===== src/sv/ctcs_pkg.sv =====
// ----------------------------------------------------------------------------
// Ceiling texture coordinate stepper package
// Types, constants and helper functions shared by the stepper modules.
// ----------------------------------------------------------------------------
package ctcs_pkg;

  // Screen and texture geometry. The screen width is an odd factor times a
  // power of two, so the step division splits into a shift and a reciprocal.
  localparam int unsigned ScreenWOdd  = 5;
  localparam int unsigned ScreenWPow2 = 7;
  localparam int unsigned ScreenW     = ScreenWOdd << ScreenWPow2;
  localparam int unsigned TexWLog2    = 6;
  localparam int unsigned TexHLog2    = 6;

  // Field widths.
  localparam int unsigned ColW     = 10;
  localparam int unsigned RowW     = 10;
  localparam int unsigned TexelW   = 6;
  localparam int unsigned FocalW   = 20;
  localparam int unsigned RayW     = 16;
  localparam int unsigned CoordW   = 32;
  localparam int unsigned FracW    = 16;
  localparam int unsigned FocalFrW = 8;
  localparam int unsigned RayFracW = 14;
  localparam int unsigned CfgIdxW  = 3;
  localparam int unsigned CfgDataW = 32;

  // Row distance is (focal << 8) / p, so it needs the focal width plus eight bits.
  localparam int unsigned DistW    = FocalW + FocalFrW;
  // Product of the row distance and a ray magnitude.
  localparam int unsigned ProdW    = DistW + RayW;
  localparam int unsigned DivCntW  = $clog2(DistW + 1);

  // The step divides by the screen width in ray fraction units: the power of
  // two is dropped by a shift, the odd factor by a reciprocal multiplication
  // that is exact for every shifted product.
  localparam int unsigned StepShift  = ScreenWPow2 + RayFracW;
  localparam int unsigned StepHiW    = ProdW - StepShift;
  localparam int unsigned RecipShift = StepHiW + 2;
  localparam logic [StepHiW-1:0] StepRecip =
    StepHiW'(((64'd1 << RecipShift) + 64'(ScreenWOdd) - 64'd1) / 64'(ScreenWOdd));

  // Register reset values.
  localparam logic [RowW-1:0]   HorizonRst = 10'd240;
  localparam logic [FocalW-1:0] FocalRst   = 20'd141891;
  localparam logic [RayW-1:0]   LeftXRst   = 16'd14189;
  localparam logic [RayW-1:0]   LeftYRst   = 16'hE000;
  localparam logic [RayW-1:0]   RightXRst  = 16'd14189;
  localparam logic [RayW-1:0]   RightYRst  = 16'd8192;

  // Configuration register indices.
  typedef enum logic [CfgIdxW-1:0] {
    CFG_HORIZON_ROW    = 3'd0,
    CFG_FOCAL_DISTANCE = 3'd1,
    CFG_PLAYER_POS_X   = 3'd2,
    CFG_PLAYER_POS_Y   = 3'd3,
    CFG_LEFT_RAY_X     = 3'd4,
    CFG_LEFT_RAY_Y     = 3'd5,
    CFG_RIGHT_RAY_X    = 3'd6,
    CFG_RIGHT_RAY_Y    = 3'd7
  } cfg_index_e;

  // Input item.
  typedef struct packed {
    logic [ColW-1:0] pixel_column;
    logic [RowW-1:0] pixel_row;
  } pixel_t;

  // Result item.
  typedef struct packed {
    logic [ColW-1:0]   out_column;
    logic [RowW-1:0]   out_row;
    logic [TexelW-1:0] texel_x;
    logic [TexelW-1:0] texel_y;
    logic              texel_valid;
  } texel_t;

  // Controller states.
  typedef enum logic [3:0] {
    ST_IDLE,
    ST_DIST,
    ST_MUL_LX,
    ST_MUL_LY,
    ST_MUL_DX,
    ST_MUL_DY,
    ST_STEP_Y,
    ST_EMIT
  } ctcs_state_e;

  // Multiplier operand choice.
  typedef enum logic [1:0] {
    MUL_LEFT_X,
    MUL_LEFT_Y,
    MUL_DELTA_X,
    MUL_DELTA_Y
  } mul_sel_e;

  // Commands from the controller to the datapath.
  typedef struct packed {
    logic     load_item;
    logic     emit_direct;
    logic     emit_item;
    logic     div_start;
    logic     mul_en;
    mul_sel_e mul_sel;
    logic     dist_load;
    logic     world_x_load;
    logic     world_y_load;
    logic     step_x_load;
    logic     step_y_load;
  } ctrl_cmd_t;

  // Status from the datapath to the controller.
  typedef struct packed {
    logic needs_setup;
    logic div_busy;
  } dp_status_t;

  // Texel index of a Q16.16 coordinate: saturated magnitude, scaled by the
  // power-of-two texture size, wrapped to that size.
  function automatic logic [TexelW-1:0] texel_of(input logic [CoordW-1:0] coord,
                                                 input int unsigned size_log2);
    logic [CoordW-1:0] mag;
    logic [CoordW-1:0] idx;
    logic [CoordW-1:0] mask;
    mag = coord[CoordW-1] ? (~coord + 1'b1) : coord;
    if (mag[CoordW-1]) begin
      mag = {1'b0, {(CoordW-1){1'b1}}};
    end
    idx  = mag >> (FracW - size_log2);
    mask = (CoordW'(1) << size_log2) - 1'b1;
    return TexelW'(idx & mask);
  endfunction

endpackage


===== src/sv/ceiling_texture_coordinate_stepper.sv =====
// ----------------------------------------------------------------------------
// Ceiling texture coordinate stepper
// Maps ceiling scanline pixels to texel coordinates by floor casting.
// ----------------------------------------------------------------------------
// A pixel at a non-zero column, or on a row at or below the horizon, is
// transferred straight into the output register, so such pixels stream at one
// per clock while the consumer keeps up. A pixel at column 0 of a row above the
// horizon starts the row set-up on its transfer, before its result appears: the
// restoring divider forms the row distance at one quotient bit per cycle, the
// distance is loaded, the shared multiplier forms the two start offsets and the
// two span products in turn, the division of a span by the screen width is a
// shift and a reciprocal multiply inside the step load, and the y step load and
// the result load follow. No further input is taken during set-up. Configuration
// writes are taken in every cycle and must only be made while the block is idle.
module ceiling_texture_coordinate_stepper (
  input  logic                          clk_i,
  input  logic                          rst_ni,
  input  logic                          in_valid_i,
  output logic                          in_ready_o,
  input  ctcs_pkg::pixel_t              in_data_i,
  output logic                          out_valid_o,
  input  logic                          out_ready_i,
  output ctcs_pkg::texel_t              out_data_o,
  input  logic                          cfg_valid_i,
  output logic                          cfg_ready_o,
  input  logic [ctcs_pkg::CfgIdxW-1:0]  cfg_index_i,
  input  logic [ctcs_pkg::CfgDataW-1:0] cfg_data_i
);
  import ctcs_pkg::*;

  ctrl_cmd_t  cmd;
  dp_status_t status;

  // Configuration transfers are always accepted.
  assign cfg_ready_o = 1'b1;

  // Controller.
  ctcs_ctrl u_ctrl (
    .clk_i       (clk_i),
    .rst_ni      (rst_ni),
    .in_valid_i  (in_valid_i),
    .in_ready_o  (in_ready_o),
    .out_valid_o (out_valid_o),
    .out_ready_i (out_ready_i),
    .status_i    (status),
    .cmd_o       (cmd)
  );

  // Datapath.
  ctcs_datapath u_datapath (
    .clk_i       (clk_i),
    .rst_ni      (rst_ni),
    .cmd_i       (cmd),
    .status_o    (status),
    .cfg_write_i (cfg_valid_i),
    .cfg_index_i (cfg_index_i),
    .cfg_data_i  (cfg_data_i),
    .in_data_i   (in_data_i),
    .out_data_o  (out_data_o)
  );

endmodule


===== src/sv/ctcs_divider.sv =====
// ----------------------------------------------------------------------------
// Ceiling texture coordinate stepper divider
// Restoring divider that retires one quotient bit per clock cycle.
// ----------------------------------------------------------------------------
module ctcs_divider (
  input  logic                        clk_i,
  input  logic                        rst_ni,
  input  logic                        start_i,
  input  logic [ctcs_pkg::DistW-1:0]  dividend_i,
  input  logic [ctcs_pkg::RowW-1:0]   divisor_i,
  output logic                        busy_o,
  output logic [ctcs_pkg::DistW-1:0]  quotient_o
);
  import ctcs_pkg::*;

  logic               busy_q, busy_d;
  logic [DivCntW-1:0] cnt_q, cnt_d;
  logic [DistW-1:0]   quo_q;
  logic [RowW-1:0]    rem_q;
  logic [RowW-1:0]    dvs_q;
  logic [RowW:0]      rem_sh;
  logic [RowW:0]      rem_sub;
  logic               fits;

  // One restoring step: shift in the next dividend bit and try to subtract.
  always_comb begin
    rem_sh  = {rem_q, quo_q[DistW-1]};
    fits    = (rem_sh >= {1'b0, dvs_q});
    rem_sub = rem_sh - {1'b0, dvs_q};
  end

  // Iteration count and busy flag.
  always_comb begin
    busy_d = busy_q;
    cnt_d  = cnt_q;
    if (start_i) begin
      busy_d = 1'b1;
      cnt_d  = DivCntW'(DistW);
    end else if (busy_q) begin
      cnt_d = cnt_q - DivCntW'(1);
      if (cnt_q == DivCntW'(1)) begin
        busy_d = 1'b0;
      end
    end
  end

  always_ff @(posedge clk_i or negedge rst_ni) begin
    if (!rst_ni) begin
      busy_q <= 1'b0;
      cnt_q  <= '0;
    end else begin
      busy_q <= busy_d;
      cnt_q  <= cnt_d;
    end
  end

  // Partial remainder and quotient shift register.
  always_ff @(posedge clk_i) begin
    if (start_i) begin
      quo_q <= dividend_i;
      rem_q <= '0;
      dvs_q <= divisor_i;
    end else if (busy_q) begin
      rem_q <= fits ? rem_sub[RowW-1:0] : rem_sh[RowW-1:0];
      quo_q <= {quo_q[DistW-2:0], fits};
    end
  end

  assign busy_o     = busy_q;
  assign quotient_o = quo_q;

endmodule


===== src/sv/ctcs_ctrl.sv =====
// ----------------------------------------------------------------------------
// Ceiling texture coordinate stepper controller
// Handshake control and the row set-up sequence state machine.
// ----------------------------------------------------------------------------
module ctcs_ctrl (
  input  logic                   clk_i,
  input  logic                   rst_ni,
  input  logic                   in_valid_i,
  output logic                   in_ready_o,
  output logic                   out_valid_o,
  input  logic                   out_ready_i,
  input  ctcs_pkg::dp_status_t   status_i,
  output ctcs_pkg::ctrl_cmd_t    cmd_o
);
  import ctcs_pkg::*;

  ctcs_state_e state_q, state_d;
  logic        out_valid_q, out_valid_d;
  logic        slot_free;
  logic        emit;

  // The output register can take a result when empty or being emptied.
  assign slot_free = !out_valid_q || out_ready_i;

  // Next state and commands.
  always_comb begin
    state_d    = state_q;
    in_ready_o = 1'b0;
    cmd_o      = '{
      load_item:    1'b0,
      emit_direct:  1'b0,
      emit_item:    1'b0,
      div_start:    1'b0,
      mul_en:       1'b0,
      mul_sel:      MUL_LEFT_X,
      dist_load:    1'b0,
      world_x_load: 1'b0,
      world_y_load: 1'b0,
      step_x_load:  1'b0,
      step_y_load:  1'b0
    };
    case (state_q)
      ST_IDLE: begin
        in_ready_o = slot_free;
        if (in_valid_i && slot_free) begin
          if (status_i.needs_setup) begin
            cmd_o.load_item = 1'b1;
            cmd_o.div_start = 1'b1;
            state_d         = ST_DIST;
          end else begin
            cmd_o.emit_direct = 1'b1;
          end
        end
      end
      ST_DIST: begin
        if (!status_i.div_busy) begin
          cmd_o.dist_load = 1'b1;
          state_d         = ST_MUL_LX;
        end
      end
      ST_MUL_LX: begin
        cmd_o.mul_en  = 1'b1;
        cmd_o.mul_sel = MUL_LEFT_X;
        state_d       = ST_MUL_LY;
      end
      ST_MUL_LY: begin
        cmd_o.mul_en       = 1'b1;
        cmd_o.mul_sel      = MUL_LEFT_Y;
        cmd_o.world_x_load = 1'b1;
        state_d            = ST_MUL_DX;
      end
      ST_MUL_DX: begin
        cmd_o.mul_en       = 1'b1;
        cmd_o.mul_sel      = MUL_DELTA_X;
        cmd_o.world_y_load = 1'b1;
        state_d            = ST_MUL_DY;
      end
      ST_MUL_DY: begin
        // The x span product is ready: take its step while the y span is formed.
        cmd_o.mul_en      = 1'b1;
        cmd_o.mul_sel     = MUL_DELTA_Y;
        cmd_o.step_x_load = 1'b1;
        state_d           = ST_STEP_Y;
      end
      ST_STEP_Y: begin
        cmd_o.step_y_load = 1'b1;
        state_d           = ST_EMIT;
      end
      ST_EMIT: begin
        if (slot_free) begin
          cmd_o.emit_item = 1'b1;
          state_d         = ST_IDLE;
        end
      end
      default: begin
        state_d = ST_IDLE;
      end
    endcase
  end

  // Output register occupancy.
  assign emit = cmd_o.emit_direct || cmd_o.emit_item;

  always_comb begin
    out_valid_d = out_valid_q;
    if (emit) begin
      out_valid_d = 1'b1;
    end else if (out_ready_i) begin
      out_valid_d = 1'b0;
    end
  end

  always_ff @(posedge clk_i or negedge rst_ni) begin
    if (!rst_ni) begin
      state_q     <= ST_IDLE;
      out_valid_q <= 1'b0;
    end else begin
      state_q     <= state_d;
      out_valid_q <= out_valid_d;
    end
  end

  assign out_valid_o = out_valid_q;

endmodule


===== src/sv/ctcs_datapath.sv =====
// ----------------------------------------------------------------------------
// Ceiling texture coordinate stepper datapath
// Configuration registers, row set-up arithmetic, world point and texels.
// ----------------------------------------------------------------------------
module ctcs_datapath (
  input  logic                          clk_i,
  input  logic                          rst_ni,
  input  ctcs_pkg::ctrl_cmd_t           cmd_i,
  output ctcs_pkg::dp_status_t          status_o,
  input  logic                          cfg_write_i,
  input  logic [ctcs_pkg::CfgIdxW-1:0]  cfg_index_i,
  input  logic [ctcs_pkg::CfgDataW-1:0] cfg_data_i,
  input  ctcs_pkg::pixel_t              in_data_i,
  output ctcs_pkg::texel_t              out_data_o
);
  import ctcs_pkg::*;

  // Configuration registers.
  logic [RowW-1:0]   horizon_q;
  logic [FocalW-1:0] focal_q;
  logic [CoordW-1:0] pos_x_q, pos_y_q;
  logic [RayW-1:0]   left_x_q, left_y_q, right_x_q, right_y_q;

  // Working registers.
  pixel_t            item_q;
  logic [DistW-1:0]  dist_q;
  logic [ProdW-1:0]  prod_q;
  logic              prod_neg_q;
  logic [CoordW-1:0] world_x_q, world_x_d;
  logic [CoordW-1:0] world_y_q, world_y_d;
  logic [CoordW-1:0] step_x_q, step_x_d;
  logic [CoordW-1:0] step_y_q, step_y_d;
  texel_t            out_q;

  // Configuration writes; every index names a register.
  always_ff @(posedge clk_i or negedge rst_ni) begin
    if (!rst_ni) begin
      horizon_q <= HorizonRst;
      focal_q   <= FocalRst;
      pos_x_q   <= '0;
      pos_y_q   <= '0;
      left_x_q  <= LeftXRst;
      left_y_q  <= LeftYRst;
      right_x_q <= RightXRst;
      right_y_q <= RightYRst;
    end else if (cfg_write_i) begin
      case (cfg_index_i)
        CFG_HORIZON_ROW:    horizon_q <= cfg_data_i[RowW-1:0];
        CFG_FOCAL_DISTANCE: focal_q   <= cfg_data_i[FocalW-1:0];
        CFG_PLAYER_POS_X:   pos_x_q   <= cfg_data_i[CoordW-1:0];
        CFG_PLAYER_POS_Y:   pos_y_q   <= cfg_data_i[CoordW-1:0];
        CFG_LEFT_RAY_X:     left_x_q  <= cfg_data_i[RayW-1:0];
        CFG_LEFT_RAY_Y:     left_y_q  <= cfg_data_i[RayW-1:0];
        CFG_RIGHT_RAY_X:    right_x_q <= cfg_data_i[RayW-1:0];
        CFG_RIGHT_RAY_Y:    right_y_q <= cfg_data_i[RayW-1:0];
        default: ;
      endcase
    end
  end

  // Row test on the incoming item.
  logic in_above;
  assign in_above = (in_data_i.pixel_row < horizon_q);
  assign status_o.needs_setup = in_above && (in_data_i.pixel_column == '0);

  // Row distance divider.
  logic              div_busy;
  logic [DistW-1:0]  div_quot;
  logic [DistW-1:0]  div_dividend;
  logic [RowW-1:0]   row_gap;

  assign row_gap      = horizon_q - in_data_i.pixel_row;
  assign div_dividend = {focal_q, {FocalFrW{1'b0}}};

  ctcs_divider u_divider (
    .clk_i      (clk_i),
    .rst_ni     (rst_ni),
    .start_i    (cmd_i.div_start),
    .dividend_i (div_dividend),
    .divisor_i  (row_gap),
    .busy_o     (div_busy),
    .quotient_o (div_quot)
  );

  assign status_o.div_busy = div_busy;

  // Multiplier operand: a ray or the ray span, split into sign and magnitude.
  logic [RayW:0]   left_x_ext, left_y_ext, delta_x, delta_y;
  logic [RayW:0]   ray_sel, ray_abs;
  logic            ray_neg;
  logic [RayW-1:0] ray_mag;
  logic [ProdW-1:0] prod_d;

  assign left_x_ext = {left_x_q[RayW-1], left_x_q};
  assign left_y_ext = {left_y_q[RayW-1], left_y_q};
  assign delta_x    = {right_x_q[RayW-1], right_x_q} - left_x_ext;
  assign delta_y    = {right_y_q[RayW-1], right_y_q} - left_y_ext;

  always_comb begin
    case (cmd_i.mul_sel)
      MUL_LEFT_X:  ray_sel = left_x_ext;
      MUL_LEFT_Y:  ray_sel = left_y_ext;
      MUL_DELTA_X: ray_sel = delta_x;
      MUL_DELTA_Y: ray_sel = delta_y;
      default:     ray_sel = left_x_ext;
    endcase
    ray_neg = ray_sel[RayW];
    ray_abs = ray_neg ? (~ray_sel + 1'b1) : ray_sel;
    ray_mag = ray_abs[RayW-1:0];
    prod_d  = ProdW'(dist_q) * ProdW'(ray_mag);
  end

  // Start offset: product shifted from Q.30 to Q.16, truncated toward zero.
  logic [CoordW-1:0] off_mag, off_val;
  assign off_mag = CoordW'(prod_q[ProdW-1:RayFracW]);
  assign off_val = prod_neg_q ? (~off_mag + 1'b1) : off_mag;

  // Step: span product over the screen width, truncated toward zero, sign
  // restored. The power of two goes by a shift, the odd factor by a
  // reciprocal multiplication.
  logic [StepHiW-1:0]   step_hi;
  logic [2*StepHiW-1:0] step_scaled;
  logic [CoordW-1:0]    quot_mag, quot_val;
  assign step_hi     = prod_q[ProdW-1:StepShift];
  assign step_scaled = (2*StepHiW)'(step_hi) * (2*StepHiW)'(StepRecip);
  assign quot_mag    = CoordW'(step_scaled[2*StepHiW-1:RecipShift]);
  assign quot_val    = prod_neg_q ? (~quot_mag + 1'b1) : quot_mag;

  // Result for the item being emitted.
  pixel_t            src;
  logic              src_above;
  logic              emit;

  assign src       = cmd_i.emit_item ? item_q : in_data_i;
  assign src_above = (src.pixel_row < horizon_q);
  assign emit      = cmd_i.emit_direct || cmd_i.emit_item;

  // World point and step updates: stepping wins over set-up loads.
  always_comb begin
    world_x_d = world_x_q;
    world_y_d = world_y_q;
    step_x_d  = step_x_q;
    step_y_d  = step_y_q;
    if (cmd_i.world_x_load) begin
      world_x_d = pos_x_q + off_val;
    end
    if (cmd_i.world_y_load) begin
      world_y_d = pos_y_q + off_val;
    end
    if (cmd_i.step_x_load) begin
      step_x_d = quot_val;
    end
    if (cmd_i.step_y_load) begin
      step_y_d = quot_val;
    end
    if (emit && src_above) begin
      world_x_d = world_x_q + step_x_q;
      world_y_d = world_y_q + step_y_q;
    end
  end

  always_ff @(posedge clk_i or negedge rst_ni) begin
    if (!rst_ni) begin
      world_x_q <= '0;
      world_y_q <= '0;
      step_x_q  <= '0;
      step_y_q  <= '0;
    end else begin
      world_x_q <= world_x_d;
      world_y_q <= world_y_d;
      step_x_q  <= step_x_d;
      step_y_q  <= step_y_d;
    end
  end

  // Payload registers.
  always_ff @(posedge clk_i) begin
    if (cmd_i.load_item) begin
      item_q <= in_data_i;
    end
    if (cmd_i.dist_load) begin
      dist_q <= div_quot;
    end
    if (cmd_i.mul_en) begin
      prod_q     <= prod_d;
      prod_neg_q <= ray_neg;
    end
    if (emit) begin
      out_q.out_column  <= src.pixel_column;
      out_q.out_row     <= src.pixel_row;
      out_q.texel_x     <= src_above ? texel_of(world_x_q, TexWLog2) : '0;
      out_q.texel_y     <= src_above ? texel_of(world_y_q, TexHLog2) : '0;
      out_q.texel_valid <= src_above;
    end
  end

  assign out_data_o = out_q;

endmodule


===== config.mk =====
export PLATFORM = sky130hd
export DESIGN_NAME = ceiling_texture_coordinate_stepper
export DESIGN_NICKNAME = d
export VERILOG_FILES = /design/src/sv/ctcs_pkg.sv /design/src/sv/ceiling_texture_coordinate_stepper.sv /design/src/sv/ctcs_divider.sv /design/src/sv/ctcs_ctrl.sv /design/src/sv/ctcs_datapath.sv
export SDC_FILE = /design/constraint.sdc
export NUM_CORES = 2
export LEC_CHECK = 0
export ABC_AREA = 1
export BUFFER_PORTS_ARGS = -buffer_cell sky130_fd_sc_hd__buf_2
export CAP_MARGIN = 10
export CORE_UTILIZATION = 40
export CTS_BUF_LIST = sky130_fd_sc_hd__clkbuf_16
export DETAILED_ROUTE_END_ITERATION = 8
export PLACE_DENSITY = 0.6
export SYNTH_ARGS = -nofsm -noshare
export SYNTH_HDL_FRONTEND = slang
export SYNTH_SLANG_ARGS = --single-unit
export TNS_END_PERCENT = 100

===== constraint.sdc =====
create_clock -name clk_i -period 8.11 [get_ports clk_i]
set_input_delay 0.4055 -clock clk_i [delete_from_list [all_inputs] [get_ports clk_i]]
set_output_delay 0.4055 -clock clk_i [all_outputs]
set_load 0.01 [all_outputs]

== Word-level counts from Yosys, hierarchy flattened ==
Index checks and enable logic that the tools add are counted.
Storage, ports and cells
  flip-flop bits (word level): 471
  input port bits: 60
  output and inout port bits: 36
  word-level logic and storage cells: 143
Operators by class
  add/sub/neg operators: 14
  $mul: 2
  magnitude comparators: 3
  eq/ne operators: 22
  mux-type cells: 44
  bitwise gates (word level): 5
  reductions and logical operators: 23
Operators by type and width (count)
  $mux 32: 8
  $add 32x1->32 const B: 4
  $add 32x32->32: 4
  $pmux 17 s4: 1
  $not 32->32: 2
  $mux 28: 2
  $mux 16: 3
  $mul 23x23->46 const B: 1
  $mul 28x16->44: 1
  $sub 16x16->17: 2
  $not 21->32: 1
  $not 30->32: 1
  $pmux 4 s8: 1
  $lt 10x10->1: 2
  $mux 20: 1
  $sub 10x10->10: 2
  $mux 1: 18
  $add 16x1->16 const B: 1
  $eq 4x3->1 const B: 4
  $mux 4: 4
  $not 16->16: 1
  $reduce_and 2->1: 8
  $eq 3x3->1 const B: 4
  $pmux 3 s4: 1
  23 further kinds: 36

== Depth between registers and ports, before layout ==
  word-level depth: 8
  depth in mapped cells: 47

== By module ==
Synthesis repeated with hierarchy kept, for this count alone.
Unflattened totals
  cell total of the unflattened synthesis: 6673
  area, all modules: 53379.9 µm²
By module, submodules not included
  ctcs_datapath: times used 1, cells each 6272, area an instance 50189.4 µm², sequential area each 10563.9 µm²
  ctcs_divider: times used 1, cells each 345, area an instance 2859.0 µm², sequential area each 1491.4 µm²
  ctcs_ctrl: times used 1, cells each 54, area an instance 320.3 µm², sequential area each 100.1 µm²
  ceiling_texture_coordinate_stepper: times used 1, cells each 2, area an instance 11.3 µm², sequential area each 0.0 µm²

== Worst setup path after synthesis ==
OpenSTA, ideal clock, no wires.
  kind: flip-flop to flip-flop
  start: register u_datapath.right_x_q[0]
  end: register u_datapath.prod_q[34] (data pin)
  arrival: 7271 ps
  data required time: 7858 ps
  slack: 587 ps
  stages on the path, launching flop included: 42
  buffers on the path: 2
  cell sequence: dfstp_2 inv_1 ha_1 fa_1 inv_1 nand2_1 nand2_1 nand3_1 nand2_1 nand2_1 nand2_1 nand2_1 nand3_1 nand2_1 nor2_2 nand2_1 nand2_1 clkbuf_1 [... 6 more ...] fa_1 inv_1 fa_1 fa_1 inv_1 fa_1 inv_1 ha_1 a21oi_1 inv_1 a31oi_1 o21ai_0 a311oi_1 nand2_1 nand2_1 nand2_1 nand2_1 nand2_1
Between the ends
  longest elaborated chain between the ends: 6
RTL lines
  start: declaration: RTL line ctcs_datapath.sv:22  | logic [RayW-1:0] left_x_q, left_y_q, right_x_q, right_y_q;
  start signal: assignment: RTL line ctcs_datapath.sv:44  | right_x_q <= RightXRst;
  start signal: assignment: RTL line ctcs_datapath.sv:54  | CFG_RIGHT_RAY_X: right_x_q <= cfg_data_i[RayW-1:0];
  $sub 16x16->17 (*): RTL line ctcs_datapath.sv:96  | assign delta_x = {right_x_q[RayW-1], right_x_q} - left_x_ext;
  $pmux 17 s4 (*): RTL line ctcs_datapath.sv:100  | case (cmd_i.mul_sel)
  $not 16->16: RTL line ctcs_datapath.sv:108  | ray_abs = ray_neg ? (~ray_sel + 1'b1) : ray_sel;
  $add 16x1->16: RTL line ctcs_datapath.sv:108
  $mux 16 (*): RTL line ctcs_datapath.sv:108
  $mul 28x16->44 (*): RTL line ctcs_datapath.sv:110  | prod_d = ProdW'(dist_q) * ProdW'(ray_mag);
  via u_datapath.prod_d[34]: RTL line ctcs_datapath.sv:92  | logic [ProdW-1:0] prod_d;
  end signal: assignment: RTL line ctcs_datapath.sv:185  | prod_q <= prod_d;
  end: declaration: RTL line ctcs_datapath.sv:27  | logic [ProdW-1:0] prod_q;
Mark *: on every way through the listed nets, which the timed path passes. The rest lies on a longest branch.
A chain may end at the register's enable or synchronous reset.

== Worst setup path in the final report ==
  start: register u_datapath.right_x_q[0]
  end: register u_datapath.prod_q[26] (data pin)
Same word-level chain as after synthesis.

==> metrics.md <==
| Metric | Value |
|---|---|
| Status | `complete, no violations` |
| Buf/Inv on CP | `11` |
| Post-synth top area cell | `fa_1` |
| DRC errors left | `0` |
| Area contributors post-synth | `fa_1, ha_1, dfrtp_1, nand2_1, inv_1` |
| Die height | `365 µm` |
| Max Clock Freq | `126 MHz` |
| Via count | `44,897` |
| Setup Skew | `30.6 ps` |
| CTS buffer count | `55` |
| Htree depth | `2` |
| Synth Instances | `6,483` |
| Largest buffer count on any clock path | `3` |
| Avg Cell Area, Syn | `8.12 µm²` |
| Worst slew pin tran | `1210 ps` |
| First-pass GRT wire length | `265,000 µm` |
| Worst-path clk slew | `60 ps` |
| Die Width | `365 µm` |
| Sink Count | `456` |
| EDFF count, synth | `142` |
| Vias per std cell | `5.19` |
| Row cnt | `132` |
| Total congestion overflow | `0` |
| Routed Antenna Nets | `0` |
| Drt first pass iters | `8` |
| Die ar. | `0.133 mm²` |
| Final setup margin | `167 ps` |
| Top delay family on crit path | `adder cells` |
| Area of the core | `0.130 mm²` |
| Netlist cell types | `66` |
| Synth top area share | `21.9%` |
| CP Launch Type | `flip-flop` |
| WL final | `175,000 µm` |
| Max transition margin | `18.4%` |
| Initial Util | `40.5%` |
| Number of global-route vias before repair | `44,965` |
| DR iter-0 viols | `3,736` |
| Critical path class | `flip-flop to flip-flop` |
| RSZ-0062 raised after global routing | `yes` |
| Final Hold Viols | `0` |
| Yosys warnings | `0` |
| Area Growth Syn to Fin | `15.9%` |
| Worst Path Max Fanout | `5` |
| Ports | `96` |
| Share of cells above drive strength 1 | `13.1%` |
| Clk_lat worst skew | `660 ps` |
| Clock root cell | `clkbuf_16` |
| Finish-stage setup viols | `0` |
| TritonCTS clock tree | `built` |
| Async set or reset register ratio after synthesis | `64.9%` |
| FF+latch count, synth | `456` |
| Final min period | `7940 ps` |
| Antenna violations before repair | `9` |
| Final period utilization | `97.9%` |
| CP most frequent cell | `fa_1` |
| GRT Resource Usage Total | `26.0%` |
| WP data required | `8510 ps` |
| Sequential share of the synthesized area | `22.9%` |
| Arr. time, crit path | `8350 ps` |
| Synth Flop Type | `dfrtp_1` |
| Drt wl/cell | `20.2 µm` |
| Final nets | `8,036` |
| Worst path max stage delay | `570 ps` |
| Number of max-cap violations | `0` |
| Routability cong. | `0.962` |
| CP endpoint kind | `flip-flop` |
| Input/output buffers | `94` |
| Dpl hpwl | `143,000 µm` |
| Post-Syn Area | `0.0526 mm²` |
| Pin count of the biggest net entering global routing | `132` |
| Slowest-stage cell, CP | `fa_1` |
| Post-Syn Nets | `7,657` |
| Synth cell count leaders | `nand2_1, inv_1, fa_1` |
| Worst min path class | `primary input to flip-flop` |
| Most numerous cell in the Yosys netlist | `nand2_1` |
| Place WS | `-162 ps` |
| Max-slew violation count | `0` |
through the flow:
step | hold slack (ps) | util, % | cells | TNS (ps) | instance area (µm²)
2_1_floorplan | 110 | - | 6483 | 0 | 52600
3_3_place_gp | 436 | 43.9 | 8469 | -448 | 57100
3_5_place_dp | 437 | 43.9 | 8469 | -567 | 57100
4_1_cts | 2.53 | 45.5 | 8594 | 0 | 59200
5_1_grt | 28.3 | 46.9 | 8653 | -1110 | 61000
6_report | 14.0 | 46.9 | 8655 | 0 | 61000
worst reg2reg max path, delay by kind of cell (launching register included):
family                     cells  cell delay (ps)
buffers and inverters         11             1090
DFF                            1              540
AOI/OAI and AO/OA              5              840
and+or+nand+nor               13             1400
adders and majority gates      9             3690
xor gates and xnor gates       1              130
what timing repair did:
| action | 4_1_cts | 5_1_grt |
|---|---|---|
| resized for setup | 6 | 338 |
| gates cloned | 0 | 6 |
| endpoints found under the hold margin | 97 | 0 |
| setup endpoints to repair | 15 | 35 |
| setup buffers | 0 | 50 |
| hold buffers | 22 | 0 |
| pin swaps | 0 | 106 |
layer usage:
layer	vias up	part of all wire (%)	global-route usage, %
met5	-	0.0074	0
met4	2	4.1	9.61
met3	306	6.3	3.74
met2	1402	46	41.9
met1	21861	44	35.4
li1	21326	-	-
sequential cells by signal, indices dropped and copies added (netlist names), 3 cells and up:
register / flops
u_ctrl.state_q: 3
u_datapath.dist_q: 28
u_datapath.focal_q: 20
u_datapath.horizon_q: 10
u_datapath.item_q: 20
u_datapath.left_x_q: 16
u_datapath.left_y_q: 16
u_datapath.out_data_o: 33
u_datapath.pos_x_q: 32
u_datapath.pos_y_q: 32
u_datapath.prod_q: 30
u_datapath.right_x_q: 16
u_datapath.right_y_q: 16
u_datapath.step_x_q: 32
u_datapath.step_y_q: 32
u_datapath.u_divider.cnt_q: 5
u_datapath.u_divider.dvs_q: 10
u_datapath.u_divider.quotient_o: 28
u_datapath.u_divider.rem_q: 10
u_datapath.world_x_q: 32
u_datapath.world_y_q: 32
cell type report:
type,instances,area [µm²]
repair buffers,477,3740
clock buffers,58,1450
well taps,1742,2180
clock inverters,45,414
inverters,1294,4890
flip-flops and latches,456,12100
multi-input cells,4576,36200
fillers,12813,69000
repair inverters,2,13.8
diodes,5,12.5
cell usage in the layout, fill, tap and decap left out, types with 23 or more instances in the layout:
master,instances
a21o_1,23
a21oi_1,374
a21oi_2,35
a31oi_1,44
buf_2,93
buf_4,328
clkbuf_16,62
dfrtp_1,261
dfstp_2,35
edfxtp_1,142
fa_1,559
ha_1,511
inv_1,1253
inv_2,35
nand2_1,1268
nand2_2,67
nand3_1,158
nand4_1,36
nor2_1,417
nor2_2,27
nor3_1,60
nor4_1,23
o21a_1,28
o21ai_0,418
o21ai_1,26
xnor2_1,68
xor2_1,135
logic make-up after synthesis:
family	Yosys count	share of synthesized area [%]
and+or+nand+nor	2159	16.8
buffers and inverters	1451	10.5
adders and majority gates	1114	34.7
AOI/OAI and AO/OA	1097	11.6
DFF	456	22.9
xor gates and xnor gates	205	3.41
other	1	0.00713
final timing paths:
| kind | slack (ps) | to | start | depth (start not counted) |
|---|---|---|---|---|
| hold reg to reg | 450 | u_datapath.dist_q[18]$_DFFE_PP_ | u_datapath.u_divider.quotient_o[18]$_DFFE_PP_ | 0 |
| setup reg to reg | 170 | u_datapath.prod_q[26]$_DFFE_PP_ | u_datapath.right_x_q[0]$_DFFE_PN1P_ | 39 |
| hold / removal | 10 | u_datapath.right_y_q[0]$_DFFE_PN0P_ | cfg_data_i[0] | 3 |
| max in group asynchronous | 6130 | u_datapath.focal_q[7]$_DFFE_PN0P_ | rst_ni | 3 |
| min in group asynchronous | 370 | u_datapath.pos_x_q[26]$_DFFE_PN0P_ | rst_ni | 2 |
| setup / recovery | 170 | u_datapath.prod_q[26]$_DFFE_PP_ | u_datapath.right_x_q[0]$_DFFE_PN1P_ | 39 |
Power is not shown: default switching activity piles up to over one toggle a cycle in this logic, so the estimate is an artifact.
